### src/design/dpr_pkg.sv
// dpr_pkg: shared types and codes for the directory-entry page record decoder.
// Holds the phase enum, result kind and status codes, and the result struct.
// No dependencies.
package dpr_pkg;

	// decoder phase within a page
	typedef enum logic [2:0] {
		PH_COUNT   = 3'd0,
		PH_PARENT  = 3'd1,
		PH_NAMELEN = 3'd2,
		PH_NAME    = 3'd3,
		PH_CHILD   = 3'd4,
		PH_TYPE    = 3'd5,
		PH_DONE    = 3'd6
	} phase_t;

	// result kind, carried on tuser
	typedef enum logic [1:0] {
		KIND_NAME   = 2'd0,
		KIND_RECORD = 2'd1,
		KIND_STATUS = 2'd2
	} kind_t;

	// page status codes
	typedef enum logic [2:0] {
		ST_OK        = 3'd0,
		ST_SHORT_CNT = 3'd1,
		ST_TRUNC_HDR = 3'd2,
		ST_TRUNC_NAM = 3'd3,
		ST_TRUNC_TL  = 3'd4,
		ST_TRAILING  = 3'd5
	} status_t;

	localparam int unsigned DATA_W = 200;	// 195 payload bits padded to bytes

	typedef struct packed {
		kind_t       kind;
		logic [7:0]  name_char;
		logic [63:0] parent_id;
		logic [63:0] child_id;
		logic [7:0]  entry_kind;
		logic [15:0] name_size;
		logic [31:0] record_total;
		status_t     status_code;
		logic        last_result;
	} result_t;

endpackage

### src/design/dentry_page_record_decoder_top.sv
// dentry_page_record_decoder_top: byte-stream decoder for directory-entry pages; needs dpr_pkg.
// Input register, single-pass field decode, result register and one pending status slot.
// A result beat is offered only after its input beat has passed the input and result registers.
// Throughput: one byte per cycle while m_tready holds; a byte with two results (name byte or
// record plus the page status) stalls the next input beat while the status beat drains.
// Reset: arst_n clears control and field state; each page's final byte returns to that state.
module dentry_page_record_decoder_top (
	input  logic                       clk,
	input  logic                       arst_n,
	// input stream
	input  logic                       s_tvalid,
	output logic                       s_tready,
	input  logic [7:0]                 s_tdata,   // [7:0] data_byte
	input  logic                       s_tlast,   // final_byte
	// result stream
	output logic                       m_tvalid,
	input  logic                       m_tready,
	output logic [dpr_pkg::DATA_W-1:0] m_tdata,   // [7:0] name_char, [71:8] parent_id,
	                                              // [135:72] child_id, [143:136] entry_kind,
	                                              // [159:144] name_size, [191:160] record_total,
	                                              // [194:192] status_code, rest zero
	output logic [1:0]                 m_tuser,   // kind
	output logic                       m_tlast    // last_result
);

	// ---------------- input register ----------------
	logic       valid_s1;
	logic [7:0] byte_s1;
	logic       fin_s1;
	logic       advance;	// s1 item is decoded and retired this cycle

	assign s_tready = !valid_s1 || advance;

	always_ff @(posedge clk or negedge arst_n) begin
		if (!arst_n) begin
			valid_s1 <= 1'b0;
		end else if (s_tready) begin
			valid_s1 <= s_tvalid;
		end
	end

	always_ff @(posedge clk) begin
		if (s_tready && s_tvalid) begin
			byte_s1 <= s_tdata;
			fin_s1  <= s_tlast;
		end
	end

	// ---------------- decoder state ----------------
	dpr_pkg::phase_t phase_q, phase_d;
	logic [2:0]      byte_index_q, byte_index_d;
	logic [31:0]     entry_count_q, entry_count_d;
	logic [31:0]     entries_done_q, entries_done_d;
	logic [63:0]     parent_acc_q, parent_acc_d;
	logic [15:0]     name_len_acc_q, name_len_acc_d;
	logic [15:0]     name_left_q, name_left_d;
	logic [63:0]     child_acc_q, child_acc_d;
	logic            extra_seen_q, extra_seen_d;

	// decode results for the byte in s1
	dpr_pkg::result_t first_res, stat_res;
	logic             has_first;	// name byte or record result
	logic             two_res;	// first result plus trailing status

	always_comb begin
		phase_d        = phase_q;
		byte_index_d   = byte_index_q;
		entry_count_d  = entry_count_q;
		entries_done_d = entries_done_q;
		parent_acc_d   = parent_acc_q;
		name_len_acc_d = name_len_acc_q;
		name_left_d    = name_left_q;
		child_acc_d    = child_acc_q;
		extra_seen_d   = extra_seen_q;
		first_res      = '0;
		stat_res       = '0;
		has_first      = 1'b0;

		unique case (phase_q)
			dpr_pkg::PH_COUNT: begin
				entry_count_d = entry_count_q
					| ({24'd0, byte_s1} << {byte_index_q[1:0], 3'b000});
				if (byte_index_q[1:0] == 2'd3) begin
					byte_index_d = 3'd0;
					if (entry_count_d == 32'd0) begin
						phase_d = dpr_pkg::PH_DONE;
					end else begin
						phase_d        = dpr_pkg::PH_PARENT;
						parent_acc_d   = '0;
						name_len_acc_d = '0;
						name_left_d    = '0;
						child_acc_d    = '0;
					end
				end else begin
					byte_index_d = {1'b0, byte_index_q[1:0] + 2'd1};
				end
			end
			dpr_pkg::PH_PARENT: begin
				parent_acc_d = parent_acc_q | ({56'd0, byte_s1} << {byte_index_q, 3'b000});
				if (byte_index_q == 3'd7) begin
					phase_d      = dpr_pkg::PH_NAMELEN;
					byte_index_d = 3'd0;
				end else begin
					byte_index_d = byte_index_q + 3'd1;
				end
			end
			dpr_pkg::PH_NAMELEN: begin
				name_len_acc_d = name_len_acc_q
					| ({8'd0, byte_s1} << {byte_index_q[0], 3'b000});
				if (byte_index_q[0]) begin
					byte_index_d = 3'd0;
					name_left_d  = name_len_acc_d;
					phase_d      = (name_len_acc_d == 16'd0) ? dpr_pkg::PH_CHILD
					                                         : dpr_pkg::PH_NAME;
				end else begin
					byte_index_d = 3'd1;
				end
			end
			dpr_pkg::PH_NAME: begin
				has_first           = 1'b1;
				first_res.kind      = dpr_pkg::KIND_NAME;
				first_res.name_char = byte_s1;
				name_left_d         = name_left_q - 16'd1;
				if (name_left_d == 16'd0) begin
					phase_d      = dpr_pkg::PH_CHILD;
					byte_index_d = 3'd0;
				end
			end
			dpr_pkg::PH_CHILD: begin
				child_acc_d = child_acc_q | ({56'd0, byte_s1} << {byte_index_q, 3'b000});
				if (byte_index_q == 3'd7) begin
					phase_d      = dpr_pkg::PH_TYPE;
					byte_index_d = 3'd0;
				end else begin
					byte_index_d = byte_index_q + 3'd1;
				end
			end
			dpr_pkg::PH_TYPE: begin
				has_first              = 1'b1;
				first_res.kind         = dpr_pkg::KIND_RECORD;
				first_res.parent_id    = parent_acc_q;
				first_res.child_id     = child_acc_q;
				first_res.entry_kind   = byte_s1;
				first_res.name_size    = name_len_acc_q;
				first_res.record_total = entry_count_q;
				entries_done_d         = entries_done_q + 32'd1;
				byte_index_d           = 3'd0;
				if (entries_done_d == entry_count_q) begin
					phase_d = dpr_pkg::PH_DONE;
				end else begin
					phase_d        = dpr_pkg::PH_PARENT;
					parent_acc_d   = '0;
					name_len_acc_d = '0;
					name_left_d    = '0;
					child_acc_d    = '0;
				end
			end
			default: begin
				// past the last record, or the unused phase code
				extra_seen_d = 1'b1;
			end
		endcase

		// page status from the phase reached after this byte
		stat_res.kind         = dpr_pkg::KIND_STATUS;
		stat_res.record_total = entry_count_d;
		stat_res.last_result  = 1'b1;
		unique case (phase_d)
			dpr_pkg::PH_COUNT:   stat_res.status_code = dpr_pkg::ST_SHORT_CNT;
			dpr_pkg::PH_PARENT,
			dpr_pkg::PH_NAMELEN: stat_res.status_code = dpr_pkg::ST_TRUNC_HDR;
			dpr_pkg::PH_NAME:    stat_res.status_code = dpr_pkg::ST_TRUNC_NAM;
			dpr_pkg::PH_CHILD,
			dpr_pkg::PH_TYPE:    stat_res.status_code = dpr_pkg::ST_TRUNC_TL;
			default: stat_res.status_code = extra_seen_d ? dpr_pkg::ST_TRAILING
			                                             : dpr_pkg::ST_OK;
		endcase

		first_res.last_result = !fin_s1;
		two_res               = has_first && fin_s1;

		// final byte: back to the start of a page
		if (fin_s1) begin
			phase_d        = dpr_pkg::PH_COUNT;
			byte_index_d   = '0;
			entry_count_d  = '0;
			entries_done_d = '0;
			parent_acc_d   = '0;
			name_len_acc_d = '0;
			name_left_d    = '0;
			child_acc_d    = '0;
			extra_seen_d   = 1'b0;
		end
	end

	// ---------------- output register and pending status ----------------
	logic             out_valid_q;
	dpr_pkg::result_t out_q;
	logic             pend_q;		// status beat waiting behind the output register
	dpr_pkg::result_t pend_res_q;
	logic             out_free;
	logic             emits;		// s1 byte yields at least one result

	assign out_free = !out_valid_q || m_tready;
	assign emits    = has_first || fin_s1;
	// a byte with no result needs no output slot, others do; none retires while a status is pending
	assign advance  = valid_s1 && !pend_q && (!emits || out_free);

	always_ff @(posedge clk or negedge arst_n) begin
		if (!arst_n) begin
			phase_q        <= dpr_pkg::PH_COUNT;
			byte_index_q   <= '0;
			entry_count_q  <= '0;
			entries_done_q <= '0;
			parent_acc_q   <= '0;
			name_len_acc_q <= '0;
			name_left_q    <= '0;
			child_acc_q    <= '0;
			extra_seen_q   <= 1'b0;
		end else if (advance) begin
			phase_q        <= phase_d;
			byte_index_q   <= byte_index_d;
			entry_count_q  <= entry_count_d;
			entries_done_q <= entries_done_d;
			parent_acc_q   <= parent_acc_d;
			name_len_acc_q <= name_len_acc_d;
			name_left_q    <= name_left_d;
			child_acc_q    <= child_acc_d;
			extra_seen_q   <= extra_seen_d;
		end
	end

	always_ff @(posedge clk or negedge arst_n) begin
		if (!arst_n) begin
			out_valid_q <= 1'b0;
			pend_q      <= 1'b0;
		end else if (pend_q && out_free) begin
			out_valid_q <= 1'b1;
			pend_q      <= 1'b0;
		end else if (advance && emits) begin
			out_valid_q <= 1'b1;
			pend_q      <= two_res;
		end else if (m_tready) begin
			out_valid_q <= 1'b0;
		end
	end

	always_ff @(posedge clk) begin
		if (pend_q && out_free) begin
			out_q <= pend_res_q;
		end else if (advance && emits) begin
			out_q <= has_first ? first_res : stat_res;
		end
		if (advance && two_res) begin
			pend_res_q <= stat_res;
		end
	end

	assign m_tvalid = out_valid_q;
	assign m_tuser  = out_q.kind;
	assign m_tlast  = out_q.last_result;
	assign m_tdata  = {5'd0, out_q.status_code, out_q.record_total, out_q.name_size,
	                   out_q.entry_kind, out_q.child_id, out_q.parent_id, out_q.name_char};

`ifndef SYNTH
	// pending status only ever sits behind a held result
	a_pend_behind_out: assert property (@(posedge clk) disable iff (!arst_n)
		pend_q |-> out_valid_q)
		else $error("pending status without held result");

	// the beat in front of a pending status is not the last of its byte
	a_pend_not_last: assert property (@(posedge clk) disable iff (!arst_n)
		pend_q |-> !m_tlast)
		else $error("result ahead of pending status marked last");

	// a status beat always closes its byte
	a_status_last: assert property (@(posedge clk) disable iff (!arst_n)
		(m_tvalid && m_tuser == dpr_pkg::KIND_STATUS) |-> m_tlast)
		else $error("status beat not marked last");

	// name phase always has bytes left to take
	a_name_left: assert property (@(posedge clk) disable iff (!arst_n)
		(phase_q == dpr_pkg::PH_NAME) |-> (name_left_q != 16'd0))
		else $error("name phase with no bytes left");

	// count field index stays within four bytes
	a_count_idx: assert property (@(posedge clk) disable iff (!arst_n)
		(phase_q == dpr_pkg::PH_COUNT) |-> (byte_index_q[2] == 1'b0))
		else $error("count byte index out of range");
`endif

endmodule

### config.mk
export PLATFORM = sky130hd
export DESIGN_NAME = dentry_page_record_decoder_top
export DESIGN_NICKNAME = d
export VERILOG_FILES = /design/src/design/dpr_pkg.sv /design/src/design/dentry_page_record_decoder_top.sv
export SDC_FILE = /design/constraint.sdc
export NUM_CORES = 1
export LEC_CHECK = 0
export ABC_AREA = 0
export CORE_MARGIN = 8
export CORE_UTILIZATION = 32
export DETAILED_ROUTE_END_ITERATION = 10
export DONT_BUFFER_PORTS = 1
export GPL_TIMING_DRIVEN = 1
export PLACE_DENSITY = 0.48
export SYNTH_ARGS = -nofsm -noshare
export SYNTH_HDL_FRONTEND = slang
export SYNTH_SLANG_ARGS = --single-unit
### constraint.sdc
create_clock -name clk -period 14.5 [get_ports clk]
set_input_delay 2.175 -clock clk [delete_from_list [all_inputs] [get_ports clk]]
set_output_delay 2.175 -clock clk [all_outputs]
set_load 0.1 [all_outputs]
==> run summary, run 1 <==
The run finished with clean final reports. By startpoint and endpoint, the worst setup path is classified as input port to output pin. The remaining max-slew budget at the tightest pin is between 20% and 30%. The signed area change from the synthesized netlist to the final layout came out at 10.70%.

Setup violations remaining at the end of the flow were counted as 0. The clock insertion delay at the later pin of the skew report is 0.61 ns. The number of buffers inserted for hold repair after clock tree synthesis came out at 0. The DRC violation count after routing is 0. The post-route antenna net violation count came out at 0. The area share of fa/ha/maj cells after synthesis is 0.2876%. Synthesis instantiated 79 different standard cells from the library.

The largest net degree at the start of global routing is 235. The die span in x is 276.7 um. The synthesized-area fraction occupied by and/or/nand/nor cells came out at 17.84%. The detailed-placement wirelength estimate is 42.99 mm. The reported leakage power is 10.16 nW. Static timing analysis puts the maximum clock frequency at 0.1794 GHz. For this run, the leading register cell type out of synthesis is sky130_fd_sc_hd__edfxtp_1.

The critical-path maximum fanout is 9. The number of global-route vias before repair is 15017. The summed area of non-filler cells in the final layout is around 0.024 mm^2.

The slew at the pin closest to its max-slew limit came out at 1.183 ns. The min-delay analysis places its worst path in the category flop to flop. The total global routing overflow came out at 0. The final cell utilization of the core came out at 35.79%. OpenSTA, run right after detailed placement, puts the worst setup slack at roughly 8.9 ns. The number of flops mapped to enable cells by yosys came out at 242. After floorplanning, the core was divided into 95 placement rows. The iteration-0 DRC count of the detailed router is roughly 1300. The endpoint of the lowest-slack register-to-register path is parent_acc_q[41]. The sequential element share of the synthesized area is around three fifths. By area, the combinational part of the netlist is dominated by simple AND/OR/NAND/NOR gates. The global-route wire length before repair is 102.1 mm. The most critical setup path has its startpoint at m_tready. On the final layout, the worst clock skew is 0.01977 ns. The synthesis-stage register bit count came out at 476. The die covers 0.07657 mm^2.

The combined global-route utilization of all metal layers came out at 17.01%. Measured against the total synthesized area, the mux share comes to 0.7650%. The total number of H-tree levels came out at 2. Data on the critical path arrives at its endpoint at 3.40 ns. The final count of hold timing violations is 0. Port buffering added 0 buffers. The number of filler cells placed in the layout is 6615. The final-report max-slew violation count came out at 0. The synthesized netlist cell count came out at between 1500 and 2000.

The clock root buffer master is sky130_fd_sc_hd__clkbuf_16. The synthesis warning total came out at 0. The worst endpoint required time is 12.32 ns. The reg2reg setup slack came out at 9.62 ns. The number of stages on the worst hold path came out at 2. The floorplan die height is 276.7 um. The maximum clock path buffer count is 3. The total number of clock tree sinks came out at between 400 and 500. The cell area that synthesis handed to floorplanning was around 0.022 mm^2.

The count of buffering cells on the critical path with inverters included is 0. IR analysis of the VDD net gives a maximum drop of 0.1836 mV. The congestion estimate from routability-driven global placement came to 0.8413.

For this design the ratio of total power to cell area is 199.9 mW/mm^2. Dividing the final minimum period by the clock period gives 38.45%. Counting the buffers created by CTS gives 53. The routed wire length came out at 67.86 mm. The top-level I/O count came out at 218.

The synthesized netlist devotes 15.02% of its cell area to compound gates. In the synthesized netlist the async set-or-reset flop fraction comes to 49.16%. Hold timing on the final database bottoms out at a slack of about 0.49 ns. The element type at the critical path end is an output pin. The critical path goes through nand2b_1 > o21ai_1 > nand2_1. Setup repair after global routing left no endpoint under its margin. In this run the standard cell core region covers 0.06728 mm^2. In the routed layout, each cell is associated on average with a via count of 5.524. The peak per-stage delay on the critical path came out at 0.75 ns. The share of the synthesized netlist area taken by xor and xnor gates came out at under 10%. TritonCTS built the clock tree. The number of antenna violations at the first check in global routing was 5. The buffer count from post-CTS setup fixing is 0. The worst hold path begins at child_acc_q[57]. The final setup TNS is 0 ns.

The total placed instance area came out at 0.02239 mm^2. The vias after detailed routing came out at 15477. The number of antenna diodes is 0.

The final net count is approximately 1900. The share of cells above drive strength 1 is 7.361%. STA classifies the critical path startpoint as an input port.

The number of cell instances on the worst register-to-register path is 12. Among cell families on the critical path, the largest total delay comes from simple AND/OR/NAND/NOR gates. In this run the critical register-to-register path is launched from entries_done_q[0]. After layout, the worst setup slack is 8.925 ns. Across the run, the number of max-cap violations was 0. The smallest clock period supported by the final layout is computed as 5.575 ns. Once the floorplan was initialized, standard cells occupied 32.33% of the core. The first detailed-routing pass took 5 iterations.

For hold timing, the worst endpoint is child_acc_q[57]. After detailed routing, the average wire length per cell comes to between 20 and 25 um. In this run the mean area of a mapped cell was about 11 um^2.

The cell with the biggest individual delay on the critical path is sky130_fd_sc_hd__nand2_1. The clock input transition at the sequential cells of the worst setup and hold paths came out at 0.06 ns. Post-CTS repair changed the size of 0 cells.
## metal layers
layer  GRT usage, %  share of wire, %
met1          23.58                46
met2          26.32                45
met3          3.546               5.7
met4          5.725               3.3
met5              0             0.019
## cell usage after synthesis, types with 6 or more instances
master	n	area share [%]
sky130_fd_sc_hd__edfxtp_1	242	33
sky130_fd_sc_hd__and3_1	173	5.0
sky130_fd_sc_hd__xor2_1	18	0.72
sky130_fd_sc_hd__o41ai_1	9	0.36
sky130_fd_sc_hd__nor4_1	22	0.63
sky130_fd_sc_hd__buf_1	7	0.12
sky130_fd_sc_hd__inv_1	12	0.21
sky130_fd_sc_hd__a21o_1	35	1.2
sky130_fd_sc_hd__o21ai_0	125	2.9
sky130_fd_sc_hd__buf_6	8	0.41
sky130_fd_sc_hd__a41oi_1	70	2.8
sky130_fd_sc_hd__and4_1	7	0.28
sky130_fd_sc_hd__nand2_1	69	1.2
sky130_fd_sc_hd__nor2_1	292	5.0
sky130_fd_sc_hd__a22oi_1	32	1.1
sky130_fd_sc_hd__nand4_1	17	0.49
sky130_fd_sc_hd__buf_2	18	0.41
sky130_fd_sc_hd__a21oi_1	73	1.7
sky130_fd_sc_hd__nor3_1	29	0.67
sky130_fd_sc_hd__mux2i_1	8	0.37
sky130_fd_sc_hd__and2_1	24	0.69
sky130_fd_sc_hd__o31ai_1	11	0.38
sky130_fd_sc_hd__o22ai_1	6	0.17
sky130_fd_sc_hd__nand3_1	18	0.41
sky130_fd_sc_hd__o21a_1	15	0.52
sky130_fd_sc_hd__nand2b_1	11	0.32
sky130_fd_sc_hd__xnor2_1	31	1.2
sky130_fd_sc_hd__clkbuf_1	140	2.4
sky130_fd_sc_hd__dfrtp_1	234	27
sky130_fd_sc_hd__a31oi_1	76	2.2
sky130_fd_sc_hd__nor2b_1	49	1.4
## per-stage QoR
stage,total power [mW],instances
CTS,4.863,2802
global placement,3.489,2704
detailed placement,3.506,2704
finish,4.814,2802
global route,5.040,2802
floorplan,3.150,1983
## registers in the layout (all words and copies together), names as in the netlist
signal / flops
phase_q: 3
m_tdata: 195
name_left_q: 16
m_tlast: 1
name_len_acc_q: 16
valid_s1: 1
byte_s1: 8
fin_s1: 1
byte_index_q: 3
entries_done_q: 32
m_tuser: 2
entry_count_q: 32
child_acc_q: 64
extra_seen_q: 1
pend_res_q: 35
pend_q: 1
m_tvalid: 1
parent_acc_q: 64
## cells by family after synthesis
logic type               count (synthesis)
multiplexers                            14
buffers and inverters                  191
XOR/XNOR                                49
AO/OA/AOI/OAI                          493
adder cells (fa/ha/maj)                  5
other                                    1
flip-flops                             476
AND/OR/NAND/NOR                        750
## worst min-delay path: stages (launching register included)
cell	delay [ns]
sky130_fd_sc_hd__dfrtp_1	0.34
sky130_fd_sc_hd__a41oi_1	0.04
sky130_fd_sc_hd__nor2_1	0.07
## cell type report
type,count,area [um^2],area share [%]
Tap cell,873,1092,4.536
Clock inverter,22,221.5,0.9197
Timing Repair Buffer,26,195.2,0.8106
Multi-Input combinational cell,1316,7925,32.91
Clock buffer,76,1474,6.121
Inverter,13,48.80,0.2026
Sequential cell,476,13120,54.50
## how the worst max path moves through the flow
stage	to	slack (ns)	depth (start not counted)
6_report	s_tready	8.93	3
5_1_grt	s_tready	8.81	3
4_1_cts	s_tready	8.88	3
3_5_place_dp	s_tready	8.88	3
3_3_place_gp	s_tready	8.89	3
2_1_floorplan	m_tdata[0]	2.23	4
## placed cells by master, fill, tap and decap left out, drive strengths merged, types with 49 or more instances in the layout
| master | n |
|---|---|
| a41oi | 70 |
| nor2b | 49 |
| nor2 | 292 |
| a31oi | 76 |
| dfrtp | 234 |
| a21oi | 73 |
| and3 | 173 |
| clkbuf | 76 |
| edfxtp | 242 |
| nand2 | 69 |
| o21ai | 129 |
## where the power goes
group          internal (mW)  total, mW  switching, mW
Sequential              1.65       2.32          0.668
Clock                  0.776       1.33          0.558
Combinational          0.338       1.16          0.824
Total                   2.76       4.81           2.05
Power figures use the tool's default switching activity.
==> inputs of run 2 (changes only) <==
ABC_AREA = 1   (was 0)
PLACE_DENSITY = 0.47   (was 0.48)
clock period = 5.15 ns   (was 14.5 ns; I/O delays follow)
==> run summary, run 2 <==
The clock input transition at the sequential cells of the worst setup and hold paths is 0.06 ns (about the same). The area of the mapped netlist is 0.02226 mm^2 (+2.3%). The total number of H-tree levels came out at 2 (unchanged). The DRC violation count after routing came to 0 (unchanged). The hold slack came out at -0.1290 ns (-0.6164 ns). The total global routing overflow is 0 (unchanged). The number of flip-flops under the largest register name was 195 (unchanged). The detailed-placement wirelength estimate is 48.16 mm (+12%). The area taken by multi-input logic gates was 0.006828 mm^2 (-14%).

The worst supply voltage drop on vdd came out at 0.2074 mV (+13%). The starting density of the core is 32.40% (+0.067 points). The total die area is 0.07826 mm^2 (+2.2%). The dominant register cell in the synthesized netlist is sky130_fd_sc_hd__edfxtp_1. The global-route wire length before repair came out at 104.5 mm (+2.3%).

The number of CTS-inserted buffers was 52 (-1.9%). The share of cells above drive strength 1 came out at 9.425% (+2.1 points). The total number of clock tree sinks was 476 (unchanged). The critical-path maximum fanout came out at 64 (+55). The post-route antenna net violation count is 0 (unchanged). The iteration-0 DRC count of the detailed router is 1406 (+6.7%). The final reports fail on hold timing.

By area the synthesized netlist is led by sky130_fd_sc_hd__edfxtp_1 (33%), sky130_fd_sc_hd__dfrtp_1 (26%), sky130_fd_sc_hd__nand2_1 (7.9%), sky130_fd_sc_hd__inv_1 (7.5%), sky130_fd_sc_hd__nor2_1 (5.4%). The number of buffers added on ports was 0 (unchanged). The post-detailed-route via-to-cell ratio was 4.757 (-14%). The last weighted congestion value of the routability-driven placer came out at 0.8926 (+6.1%). The vias after detailed routing is 16344 (+5.6%). The largest clock skew in the final design came out at 0.01271 ns (-0.007069 ns). The post-synthesis average cell area is 9.023 um^2 (-18%). The combined global-route utilization of all metal layers came out at 17.49% (+0.48 points). The combinational family with the most area after synthesis is simple AND/OR/NAND/NOR gates. The clock insertion delay at the later pin of the skew report is 0.61 ns (about the same). The share of the synthesized netlist area taken by xor and xnor gates was 0.4721% (-1.5 points). The max-cap check violation count is 0 (unchanged).

In this run the worst hold path is classified as input port to asynchronous set/reset pin. The slew at the pin closest to its max-slew limit was 1.179 ns (-0.004339 ns). The final-report max-slew violation count is 0 (unchanged). The number of flops mapped to enable cells by yosys came out at 242 (unchanged).

The unique cell type count in the Yosys netlist was 46 (-42%). The floorplan die height came out at 279.7 um (+1.1%). The number of cell instances on the worst register-to-register path is 12 (unchanged). The run finished, with violations left. Counting I/O delays and the setup requirement, the final critical path takes just under 4 ns. The multiplexer fraction of the synthesized cell area is 0.04497% (-0.72 points). The first-pass iteration count of the detailed router was 6 (+1).

The data arrival at the endpoint of the critical path is 4.42 ns (+1.02 ns). The total power per unit cell area is 457.2 mW/mm^2 (+130%). The floorplan row count came out at 96 (+1.1%). The final setup TNS was 0 ns (unchanged). The final setup violation count came out at 0 (unchanged). TritonCTS built the clock tree. The cell sitting at the root of the clock tree is a sky130_fd_sc_hd__clkbuf_16. The top-level I/O count is 218 (unchanged). In the layout the commonest cells are sky130_fd_sc_hd__nand2_1 (469), sky130_fd_sc_hd__inv_1 (445), sky130_fd_sc_hd__nor2_1 (319). Summed over all instances, the cell type with the most area after synthesis is sky130_fd_sc_hd__edfxtp_1.

Setup repair after global routing left no endpoint under its margin. The routed wire length came out at 70.33 mm (+3.6%). The synthesis warning total came out at 0 (unchanged). The async set or reset register ratio after synthesis is 49.16% (unchanged). The final count of hold timing violations is 234 (+234). The synthesized netlist cell count is 2467 (+25%). The commonest cells after synthesis are sky130_fd_sc_hd__nand2_1 (469), sky130_fd_sc_hd__inv_1 (446), sky130_fd_sc_hd__nor2_1 (321). The maximum clock path buffer count is 3 (unchanged).

STA classifies the critical path startpoint as a flop. The critical setup path kind is flop to flop. The buffer count from post-CTS setup fixing came out at 0 (unchanged).

The worst setup path is captured at a flop. The largest net degree at the start of global routing came out at 235 (unchanged). The remaining max-slew budget at the tightest pin is 21.39% (+0.45 points). The synthesized-area fraction occupied by and/or/nand/nor cells was 21.14% (+3.3 points).

The area of the core region came out at 0.06871 mm^2 (+2.1%). By instance count, the leading cell after synthesis is sky130_fd_sc_hd__nand2_1. The area share of fa/ha/maj cells after synthesis came to 0.2810% (-0.0066 points). The sequential cell area in the final layout is 0.01312 mm^2 (about the same). The number of filler cells placed in the layout came out at 7024 (+6.2%). The signed area change from the synthesized netlist to the final layout is 12.34%. The library cell used most frequently in the layout, excluding fill and tap cells, is sky130_fd_sc_hd__nand2_1. The final cycle utilization of the critical path came out at 76.21%. The timing-limited maximum frequency is 0.2548 GHz. The wire length per cell is 20.47 um (-15%).

The number of antenna violations at the first check in global routing is 3 (-2). The top-area cell type share of the netlist area is 32.65% (-0.76 points). The reported leakage power is 10.04 nW (-1.2%). The sequential element share of the synthesized area came out at 58.95% (-1.4 points). The synthesized-area fraction occupied by ao, oa, aoi and oai cells came out at 8.544% (-6.5 points). The number of global-route vias before repair is 15845 (+5.5%). The final cell utilization of the core is 36.40% (+0.61 points). The worst endpoint required time came to 5.64 ns (-6.68 ns). The synthesis-stage register bit count came out at 476 (unchanged). The die span in x is 279.7 um (+1.1%). The final net count is 2478 (+30%).
-- run 2: cells by family after synthesis --
group / Yosys count
and+or+nand+nor: 1062
buffers and inverters: 566
DFF: 476
AOI/OAI and AO/OA: 344
xor gates and xnor gates: 12
adders and majority gates: 5
other: 1
muxes: 1
-- run 2: final timing paths --
path	end	slack (ns)	startpoint
setup / recovery	child_acc_q[26]	1.23	byte_index_q[1]
hold / removal	parent_acc_q[45]	-0.13	arst_n
setup reg to reg	child_acc_q[26]	1.23	byte_index_q[1]
hold reg to reg	name_len_acc_q[14]	0.49	name_len_acc_q[14]
max in group asynchronous	parent_acc_q[9]	4.86	arst_n
min in group clk	byte_s1[3]	0.25	s_tdata[3]
-- run 2: per-layer routing --
metal  part of all wire [%]  wire length [um]  track usage [%]
met1                     45             31670            23.52
met2                     46             32620            28.36
met3                    6.4              4491            4.169
met4                    2.2              1540            4.189
met5                  0.018                13                0
-- run 2: worst max-delay path, cell delays in order, from the launching register on --
cell and delay, ns:
sky130_fd_sc_hd__dfrtp_1 0.57, sky130_fd_sc_hd__inv_1 0.57, sky130_fd_sc_hd__nor2_1 0.40, sky130_fd_sc_hd__nor3_1 0.27
sky130_fd_sc_hd__nand2_1 0.10, sky130_fd_sc_hd__nor3_1 0.30, sky130_fd_sc_hd__nand3_1 0.15, sky130_fd_sc_hd__a211o_1 0.38
sky130_fd_sc_hd__nand3_2 0.13, sky130_fd_sc_hd__buf_4 0.58, sky130_fd_sc_hd__o21ai_0 0.17, sky130_fd_sc_hd__inv_1 0.13
sky130_fd_sc_hd__nor2_4 0.03
-- run 2: final cells by class --
type	count	area share, %
Inverter	469	7.060
Clock inverter	36	1.756
Sequential cell	476	52.47
Timing Repair Buffer	32	1.261
Tap cell	931	4.658
Antenna cell	1	0.01001
Clock buffer	62	5.479
Multi-Input combinational cell	1429	27.30
-- run 2: repair_timing --
item                                   4_1_cts  5_1_grt
gates resized for setup                      0        0
setup endpoints to repair                    0        0
endpoints found under the hold margin      234      234
-- run 2: report_power, final --
group	leakage, nW	total, mW	switching [mW]	internal, mW
clock	0.871	3.97	1.65	2.32
combinational	3.60	1.91	1.43	0.477
sequential	5.57	5.55	1.14	4.41
-- run 2: stage by stage --
step | setup WS [ns] | instance area, um^2 | total power [mW] | cells
2_1_floorplan | 0.04954 | 22290 | 6.901 | 2471
3_3_place_gp | 1.310 | 23200 | 7.526 | 3337
3_5_place_dp | 1.273 | 23200 | 7.550 | 3337
4_1_cts | 1.267 | 25010 | 11.57 | 3435
5_1_grt | 1.023 | 25010 | 11.92 | 3435
6_report | 1.225 | 25010 | 11.43 | 3436
